**src/design/maximal_rectangle_binary_matrix_defines.svh**
```systemverilog
`ifndef MAXIMAL_RECTANGLE_BINARY_MATRIX_DEFINES_SVH
`define MAXIMAL_RECTANGLE_BINARY_MATRIX_DEFINES_SVH

// Same-cycle implication check, held off while reset is asserted
`define MRBM_ASSERT_NOW(lbl, clk, rstn, ante, cons) \
    lbl: assert property (@(posedge clk) disable iff (!rstn) (ante) |-> (cons)) \
        else $error("same-cycle check failed");

// Next-cycle implication check, held off while reset is asserted
`define MRBM_ASSERT_NEXT(lbl, clk, rstn, ante, cons) \
    lbl: assert property (@(posedge clk) disable iff (!rstn) (ante) |=> (cons)) \
        else $error("next-cycle check failed");

`endif

```
**src/design/mrbm_pkg.sv**
```systemverilog
package mrbm_pkg;

    localparam int MAX_COLS = 64;
    localparam int MAX_ROWS = 1024;

    localparam int COL_W  = $clog2(MAX_COLS);        // column index
    localparam int CNT_W  = $clog2(MAX_COLS + 1);    // column count, stack depth
    localparam int HGT_W  = $clog2(MAX_ROWS + 1);    // run height
    localparam int AREA_W = 17;
    localparam int PROD_W = HGT_W + CNT_W;
    localparam int ROW_W  = 64;
    localparam int OUT_DATA_W = ((2 * AREA_W + 7) / 8) * 8;

    localparam logic [AREA_W-1:0] AREA_MAX = {AREA_W{1'b1}};

    // Commands from the controller to the datapath
    typedef struct packed {
        logic load;     // take a new row, restart the scan
        logic pop;      // pop the stack top and score its rectangle
        logic push;     // push the current column and advance
        logic finish;   // publish the row result
    } cmd_t;

    // Status from the datapath to the controller
    typedef struct packed {
        logic can_pop;  // current height is below the stack top
        logic col_end;  // scan index has passed the last active column
        logic out_busy; // result register still holds an untaken beat
    } stat_t;

endpackage

```
**src/design/mrbm_ctrl.sv**
```systemverilog
module mrbm_ctrl (
    input  logic           aclk,
    input  logic           aresetn,
    input  logic           in_valid,
    output logic           in_ready,
    input  mrbm_pkg::stat_t stat,
    output mrbm_pkg::cmd_t  cmd
);

    typedef enum logic [2:0] {
        ST_IDLE = 3'b001,
        ST_SCAN = 3'b010,
        ST_FIN  = 3'b100
    } state_t;

    state_t state_reg;
    state_t state_next;

    // Sequence one row: accept, stack scan, publish
    always_comb begin
        state_next = state_reg;
        cmd        = '0;
        in_ready   = 1'b0;
        unique case (state_reg)
            ST_IDLE: begin
                in_ready = 1'b1;
                if (in_valid) begin
                    cmd.load   = 1'b1;
                    state_next = ST_SCAN;
                end
            end
            ST_SCAN: begin
                if (stat.can_pop) begin
                    cmd.pop = 1'b1;
                end else if (!stat.col_end) begin
                    cmd.push = 1'b1;
                end else begin
                    state_next = ST_FIN;
                end
            end
            ST_FIN: begin
                if (!stat.out_busy) begin
                    cmd.finish = 1'b1;
                    state_next = ST_IDLE;
                end
            end
            default: begin
                state_next = ST_IDLE;
            end
        endcase
    end

    always_ff @(posedge aclk) begin
        if (!aresetn) begin
            state_reg <= ST_IDLE;
        end else begin
            state_reg <= state_next;
        end
    end

endmodule

```
**src/design/mrbm_dp.sv**
```systemverilog
module mrbm_dp (
    input  logic                               aclk,
    input  logic                               aresetn,
    input  mrbm_pkg::cmd_t                     cmd,
    output mrbm_pkg::stat_t                    stat,
    input  logic                               cfg_we,
    input  logic [mrbm_pkg::CNT_W-1:0]         cfg_cols,
    input  logic [mrbm_pkg::ROW_W-1:0]         row_bits,
    input  logic                               last_row,
    output logic [mrbm_pkg::AREA_W-1:0]        row_best_area,
    output logic [mrbm_pkg::AREA_W-1:0]        best_area_so_far,
    output logic                               matrix_done,
    output logic                               out_valid,
    input  logic                               out_ready
);

    localparam int CW = mrbm_pkg::COL_W;
    localparam int NW = mrbm_pkg::CNT_W;
    localparam int HW = mrbm_pkg::HGT_W;
    localparam int AW = mrbm_pkg::AREA_W;
    localparam int PW = mrbm_pkg::PROD_W;
    localparam int MC = mrbm_pkg::MAX_COLS;

    typedef struct packed {
        logic [CW-1:0] idx;
        logic [HW-1:0] hgt;
    } entry_t;

    // Configuration and row context
    logic [NW-1:0]            cols_reg;
    logic [mrbm_pkg::ROW_W-1:0] row_reg;
    logic                     last_reg;
    logic [NW-1:0]            n_reg;
    logic [NW-1:0]            i_reg;
    logic [NW-1:0]            i_next;

    // Height store with per-column valid bits
    logic [HW-1:0]            hmem [MC];
    logic [HW-1:0]            h_rdata_reg;
    logic [MC-1:0]            hvalid_reg;
    logic [MC-1:0]            keep_mask;

    // Index stack: top in registers, the rest in memory
    entry_t                   smem [MC];
    entry_t                   s_rdata_reg;
    entry_t                   top_reg;
    entry_t                   copy_reg;
    logic                     bypass_reg;
    logic [NW-1:0]            depth_reg;
    logic [NW-1:0]            depth_next;
    logic [NW-1:0]            s_addr_full;
    logic [NW-1:0]            depth_m1;

    // Area scoring
    logic [PW-1:0]            prod_reg;
    logic                     prod_valid_reg;
    logic [AW-1:0]            best_reg;
    logic [AW-1:0]            run_reg;
    logic [AW-1:0]            prod_clamp;
    logic [AW-1:0]            so_far;

    // Result register
    logic [AW-1:0]            out_row_reg;
    logic [AW-1:0]            out_far_reg;
    logic                     out_last_reg;
    logic                     out_valid_reg;

    logic [NW-1:0]            n_eff;
    logic                     col_end;
    logic [HW-1:0]            old_h;
    logic [HW-1:0]            inc_h;
    logic [HW-1:0]            cur_h;
    entry_t                   below;
    logic [NW-1:0]            width;

    // Clamp the column count to the array size
    assign n_eff = (cols_reg > NW'(MC)) ? NW'(MC) : cols_reg;

    always_comb begin
        for (int c = 0; c < MC; c++) begin
            keep_mask[c] = (NW'(c) < n_eff);
        end
    end

    // Current column height, or zero at the closing position
    assign col_end = (i_reg == n_reg);
    assign old_h   = hvalid_reg[i_reg[CW-1:0]] ? h_rdata_reg : '0;
    assign inc_h   = (old_h >= HW'(mrbm_pkg::MAX_ROWS)) ? HW'(mrbm_pkg::MAX_ROWS)
                                                       : old_h + HW'(1);
    assign cur_h   = (!col_end && row_reg[i_reg[CW-1:0]]) ? inc_h : '0;

    assign below   = bypass_reg ? copy_reg : s_rdata_reg;
    assign width   = (depth_reg > NW'(1)) ? (i_reg - {1'b0, below.idx} - NW'(1)) : i_reg;

    assign stat.can_pop  = (depth_reg != '0) && (cur_h < top_reg.hgt);
    assign stat.col_end  = col_end;
    assign stat.out_busy = out_valid_reg && !out_ready;

    always_comb begin
        i_next     = i_reg;
        depth_next = depth_reg;
        if (cmd.load) begin
            i_next     = '0;
            depth_next = '0;
        end else if (cmd.push) begin
            i_next     = i_reg + NW'(1);
            depth_next = depth_reg + NW'(1);
        end else if (cmd.pop) begin
            depth_next = depth_reg - NW'(1);
        end
    end

    assign s_addr_full = depth_next - NW'(2);
    assign depth_m1    = depth_reg - NW'(1);

    // Height memory: read ahead at the next column, write on push
    always_ff @(posedge aclk) begin
        h_rdata_reg <= hmem[i_next[CW-1:0]];
        if (cmd.push) begin
            hmem[i_reg[CW-1:0]] <= cur_h;
        end
    end

    // Stack memory: keep the entry under the top on the read port
    always_ff @(posedge aclk) begin
        s_rdata_reg <= smem[s_addr_full[CW-1:0]];
        if (cmd.push && depth_reg != '0) begin
            smem[depth_m1[CW-1:0]] <= top_reg;
        end
    end

    // Stack top, bypass copy and row context
    always_ff @(posedge aclk) begin
        if (cmd.load) begin
            row_reg    <= row_bits;
            last_reg   <= last_row;
            n_reg      <= n_eff;
            bypass_reg <= 1'b0;
        end else if (cmd.push) begin
            copy_reg   <= top_reg;
            bypass_reg <= (depth_reg != '0);
            top_reg    <= '{idx: i_reg[CW-1:0], hgt: cur_h};
        end else if (cmd.pop) begin
            top_reg    <= below;
            bypass_reg <= 1'b0;
        end
        if (cmd.pop) begin
            prod_reg <= PW'(top_reg.hgt) * PW'(width);
        end
    end

    assign prod_clamp = (prod_reg > PW'(mrbm_pkg::AREA_MAX)) ? mrbm_pkg::AREA_MAX
                                                             : prod_reg[AW-1:0];
    assign so_far     = (best_reg > run_reg) ? best_reg : run_reg;

    // Best area of this row
    always_ff @(posedge aclk) begin
        if (cmd.load) begin
            best_reg <= '0;
        end else if (prod_valid_reg && prod_clamp > best_reg) begin
            best_reg <= prod_clamp;
        end
    end

    // Result payload
    always_ff @(posedge aclk) begin
        if (cmd.finish) begin
            out_row_reg  <= best_reg;
            out_far_reg  <= so_far;
            out_last_reg <= last_reg;
        end
    end

    // Control state
    always_ff @(posedge aclk) begin
        if (!aresetn) begin
            cols_reg       <= NW'(MC);
            hvalid_reg     <= '0;
            depth_reg      <= '0;
            i_reg          <= '0;
            prod_valid_reg <= 1'b0;
            run_reg        <= '0;
            out_valid_reg  <= 1'b0;
        end else begin
            if (cfg_we) begin
                cols_reg <= cfg_cols;
            end
            depth_reg      <= depth_next;
            i_reg          <= i_next;
            prod_valid_reg <= cmd.pop;
            // Drop heights of unused columns, mark written ones, clear at matrix end
            if (cmd.load) begin
                hvalid_reg <= hvalid_reg & keep_mask;
            end else if (cmd.push) begin
                hvalid_reg[i_reg[CW-1:0]] <= 1'b1;
            end else if (cmd.finish && last_reg) begin
                hvalid_reg <= '0;
            end
            if (cmd.finish) begin
                run_reg <= last_reg ? '0 : so_far;
            end
            // Hold the result until the beat is taken
            if (cmd.finish) begin
                out_valid_reg <= 1'b1;
            end else if (out_ready) begin
                out_valid_reg <= 1'b0;
            end
        end
    end

    assign row_best_area    = out_row_reg;
    assign best_area_so_far = out_far_reg;
    assign matrix_done      = out_last_reg;
    assign out_valid        = out_valid_reg;

endmodule

```
**src/design/maximal_rectangle_binary_matrix.sv**
```systemverilog
// Largest all-ones rectangle of a binary matrix that arrives one row per input beat
// (bit c of the row is column c; tlast marks the final row). Each column keeps the
// height of consecutive ones ending at the current row, and a monotonic index stack
// scans that histogram once per row, one push or one pop per clock. Each result beat
// carries the row's best area and the running best of the matrix; after the final
// row the heights and the running best clear. A finished result waits in an output
// register, so the next row is taken while it is pending. The column count register
// is written through the cfg channel and applies from the next row; the user must
// write it only while the block is idle, as the block itself does not enforce this.
`include "maximal_rectangle_binary_matrix_defines.svh"

module maximal_rectangle_binary_matrix (
    input  logic                                aclk,
    input  logic                                aresetn,
    // Column count register
    input  logic                                cfg_valid,
    output logic                                cfg_ready,
    input  logic [mrbm_pkg::CNT_W-1:0]          cfg_data,     // active_columns
    // Row input
    input  logic                                s_tvalid,
    output logic                                s_tready,
    input  logic [mrbm_pkg::ROW_W-1:0]          s_tdata,      // row_bits
    input  logic                                s_tlast,      // last_row
    // Result output
    output logic                                m_tvalid,
    input  logic                                m_tready,
    output logic [mrbm_pkg::OUT_DATA_W-1:0]     m_tdata,      // row_best_area, best_area_so_far
    output logic                                m_tlast       // matrix_done
);

    mrbm_pkg::cmd_t                 cmd;
    mrbm_pkg::stat_t                stat;
    logic [mrbm_pkg::AREA_W-1:0]    row_best_area;
    logic [mrbm_pkg::AREA_W-1:0]    best_area_so_far;

    assign cfg_ready = 1'b1;

    mrbm_ctrl u_ctrl (
        .aclk     (aclk),
        .aresetn  (aresetn),
        .in_valid (s_tvalid),
        .in_ready (s_tready),
        .stat     (stat),
        .cmd      (cmd)
    );

    mrbm_dp u_dp (
        .aclk             (aclk),
        .aresetn          (aresetn),
        .cmd              (cmd),
        .stat             (stat),
        .cfg_we           (cfg_valid),
        .cfg_cols         (cfg_data),
        .row_bits         (s_tdata),
        .last_row         (s_tlast),
        .row_best_area    (row_best_area),
        .best_area_so_far (best_area_so_far),
        .matrix_done      (m_tlast),
        .out_valid        (m_tvalid),
        .out_ready        (m_tready)
    );

    // Pack result beat, zero fill to whole bytes
    assign m_tdata = {{(mrbm_pkg::OUT_DATA_W - 2 * mrbm_pkg::AREA_W){1'b0}},
                      best_area_so_far, row_best_area};

    // The running best never falls below the row best it includes
    `MRBM_ASSERT_NOW(a_best_order, aclk, aresetn, m_tvalid, best_area_so_far >= row_best_area)
    // An accepted row keeps the input closed for the scan
    `MRBM_ASSERT_NEXT(a_busy_after_accept, aclk, aresetn, s_tvalid && s_tready, !s_tready)
    // A new result only comes out of a scan, never from idle
    `MRBM_ASSERT_NOW(a_result_from_scan, aclk, aresetn, $rose(m_tvalid), $past(!s_tready))

endmodule
```
**config.mk**
```make
export PLATFORM = sky130hd
export DESIGN_NAME = maximal_rectangle_binary_matrix
export DESIGN_NICKNAME = d
export VERILOG_FILES = /design/src/design/mrbm_pkg.sv /design/src/design/mrbm_ctrl.sv /design/src/design/mrbm_dp.sv /design/src/design/maximal_rectangle_binary_matrix.sv
export VERILOG_INCLUDE_DIRS = /design/src /design/src/design
export SDC_FILE = /design/constraint.sdc
export NUM_CORES = 2
export LEC_CHECK = 0
export ABC_CLOCK_PERIOD_IN_PS = 25600
export BUFFER_PORTS_ARGS = -buffer_cell sky130_fd_sc_hd__clkbuf_2
export CORE_ASPECT_RATIO = 0.5
export CORE_UTILIZATION = 32
export DETAILED_ROUTE_END_ITERATION = 8
export MAX_ROUTING_LAYER = met4
export PLACE_DENSITY_LB_ADDON = 0.2
export SLEW_MARGIN = 20
export SYNTH_ARGS = -nofsm -noshare
export SYNTH_HDL_FRONTEND = slang
export SYNTH_HIERARCHICAL = 1
export SYNTH_SLANG_ARGS = --single-unit
```
**constraint.sdc**
```tcl
create_clock -name aclk -period 25.6 [get_ports aclk]
set_clock_uncertainty 0.05 [all_clocks]
set_input_delay 1.28 -clock aclk [delete_from_list [all_inputs] [get_ports aclk]]
set_output_delay 1.28 -clock aclk [all_outputs]
set_load 0.005 [all_outputs]
```
==> flow_summary.toml <==
[place]
dp.cells = 8460
io_buffers = 113
placed_area_um2 = 91100
place.gp.congestion = 0.858
place_hpwl_um = 143000

[drt]
dr_total_vias = 46335
drt_first_pass_iters = 5
routedWlPerCell_um = 26.6
wirelength_um = 235000
drtIter0Drc = 4607
vias_per_cell = 5.25
drc = 0
postRouteAntennaNets = 0

[synth]
syn_area_per_cell_um2 = 17.4
synthMostInstantiatedCell = "edfxtp_1"
ys.flop_type = "edfxtp_1"
synth_seq_cells = 2104
seq_area_frac_synth_pct = 72.0
synth_area_leaders = "edfxtp_1 68%, mux4_2 12%, dfxtp_1 3.6%"
synth_common_cells = "1951 x edfxtp_1, 473 x mux4_2, 472 x nor2_1"
ys_async_sr_fraction_pct = 0
synth_top_area_share_pct = 68.5
ys_types = 78
synth-edff-count = 1951
synth_area_um2 = 85600
yosysWarningCount = 6
synthCells = 4916
synth_top_area_cell = "edfxtp_1"

[pwr]
leakagePower_nw = 30.0
p_per_area_nw_per_um2 = 69.9
ir_worst_vdd_mv = 0.0507

[sta]
fmax_mhz = 96.1
rsz0062_at_grt = "no"
post-route-min-period_ns = 10.41
setup_viol = 0
hold_viol_final = 0
drv_slew = 0
worst_pin_slew_ns = 1.16
max_slew_margin_pct = 22.5
timing.setup.tns_ns = 0
min_period_over_period_pct = 40.7

[min_path]
hold_class = "register to register"

[finish]
largest_register_ffs = 1088
final_nets = 5371
fin_area_um2 = 97500
layout-drive-gt1-share_pct = 21.7
area_delta_synth_final_pct = 13.9
n_fill_cell = 24506
regArea_um2 = 61700
multiInputGateArea_um2 = 22500
fin_cells = 8824

[clock_tree]
post_cts_resized = 0
cts_buffers = 203
clk_pin_slew_ns = 0.07
cts_hold_buffers = 0
post_cts_buffers = 0
cts_tree = "built"
clock-root-buffer = "clkbuf_16"
clock_latency_ns = 0.88
cts_sinks = 2104
clk_path_buf_depth = 4
h-tree-depth = 4

[grt]
grt_max_degree = 130
antenna_found_initial = 6
overflow = 0
grt_pass1_wl_um = 340000
grt_use_total_pct = 17.6
grt_pass1_vias = 47092

[setup_path]
crit_type = "register to register"
crit_top_cell = "buf_4"
path_delay_family = "buffers and inverters"
worst-path-buf-inv = 7
crit_required_ns = 26.29
r2r_slack_ns = 15.19
worstSetupStartpointType = "register"
cpMaxStageDelayCell = "or2_4"
cp_max_fo = 66
cp.arrival_ns = 11.10
cp-end-kind = "register"
cp_slowest_stage_delay_ns = 0.82

[floorplanning]
die_area_um2 = 270000
core_um2 = 264000
die_width_um = 733
start_util_pct = 32.4
ios = 121
die_h_um = 368
num_rows = 133

[run]
maxCapViolations = 0

[status]
status = "finished clean"
-- power breakdown --
group / switching, mW / leakage (nW) / internal, mW
logic: 0.0876 / 9.03 / 0.0445
clock network: 1.29 / 3.09 / 1.65
registers: 0.00990 / 17.8 / 3.72
total: 1.39 / 30.0 / 5.42
-- path summary, 6_finish.rpt --
path	startpoint	to	cells after the start
setup reg to reg	u_dp/i_reg[0]$_SDFF_PN0_	u_dp/s_rdata_reg[5]$_DFF_P_	33
hold reg to reg	u_dp/hvalid_reg[7]$_SDFFE_PN0P_	u_dp/hvalid_reg[7]$_SDFFE_PN0P_	2
hold / removal	u_dp/hvalid_reg[7]$_SDFFE_PN0P_	u_dp/hvalid_reg[7]$_SDFFE_PN0P_	2
setup / recovery	u_dp/i_reg[0]$_SDFF_PN0_	u_dp/s_rdata_reg[5]$_DFF_P_	33
-- area by class of cell --
class                           count  share of cell area, %
Antenna cell                        3                0.00770
Clock buffer                      264                   5.60
Clock inverter                     97                  0.870
Inverter                          138                  0.532
Multi-Input combinational cell   2407                   23.1
Sequential cell                  2104                   63.3
Tap cell                         3510                   4.51
Timing Repair Buffer              301                   2.08
-- metrics by stage --
step                      hold slack [ns]  power (mW)  setup WS [ns]  util (%)
final                               0.433        6.81          15.19      36.9
after global routing                0.449        7.01          14.51      36.9
after CTS                           0.423        6.88          15.11      36.8
after detailed placement            0.407        3.94          15.18      34.5
after global placement              0.408        3.94          15.21      34.4
after floorplan                     0.382        3.89          16.54         -
-- tightest hold or removal path, delay by kind of cell, from the launching register on --
kind,cells,cell delay (ns)
flops,1,0.34
simple gates,1,0.07
compound gates,1,0.05
-- cells in the final DEF (no fill, tap or decap), drive strengths merged, types with 31 or more instances in the layout --
cell type / netlist / final
and2: 73 / 73
nand3: 97 / 97
o21ai: 94 / 94
mux4: 473 / 473
a31oi: 35 / 35
dfxtp: 153 / 153
nor2: 473 / 473
mux2i: 54 / 54
ha: 94 / 94
a211oi: 66 / 66
clkbuf: 157 / 377
nand2: 352 / 352
nor3: 52 / 52
clkinv: 1 / 73
nand4: 31 / 31
edfxtp: 1951 / 1951
fa: 45 / 45
buf: 115 / 188
a21oi: 93 / 93
o22ai: 62 / 62
inv: 137 / 143
-- logic make-up (layout without fill, tap and decap cells) --
group	count (synthesis)	in the layout	synth area share, %
mux	529	529	13.1
buf+inv	410	800	1.98
other cells	2	10	0.00878
fa+ha+maj	139	139	2.43
compound gates	476	476	3.64
flops	2104	2104	72.0
simple gates	1210	1210	6.30
xor+xnor	46	46	0.488
-- metal layers --
layer | vias up | GRT usage (%) | part of all wire [%]
li1 | 19711 | - | -
met1 | 24855 | 24.2 | 45
met2 | 1443 | 27.9 | 48
met5 | - | - | 0
met4 | 0 | 3.72 | 2.0
met3 | 326 | 2.58 | 5.4
No activity file was read; power rests on OpenSTA's default activity.
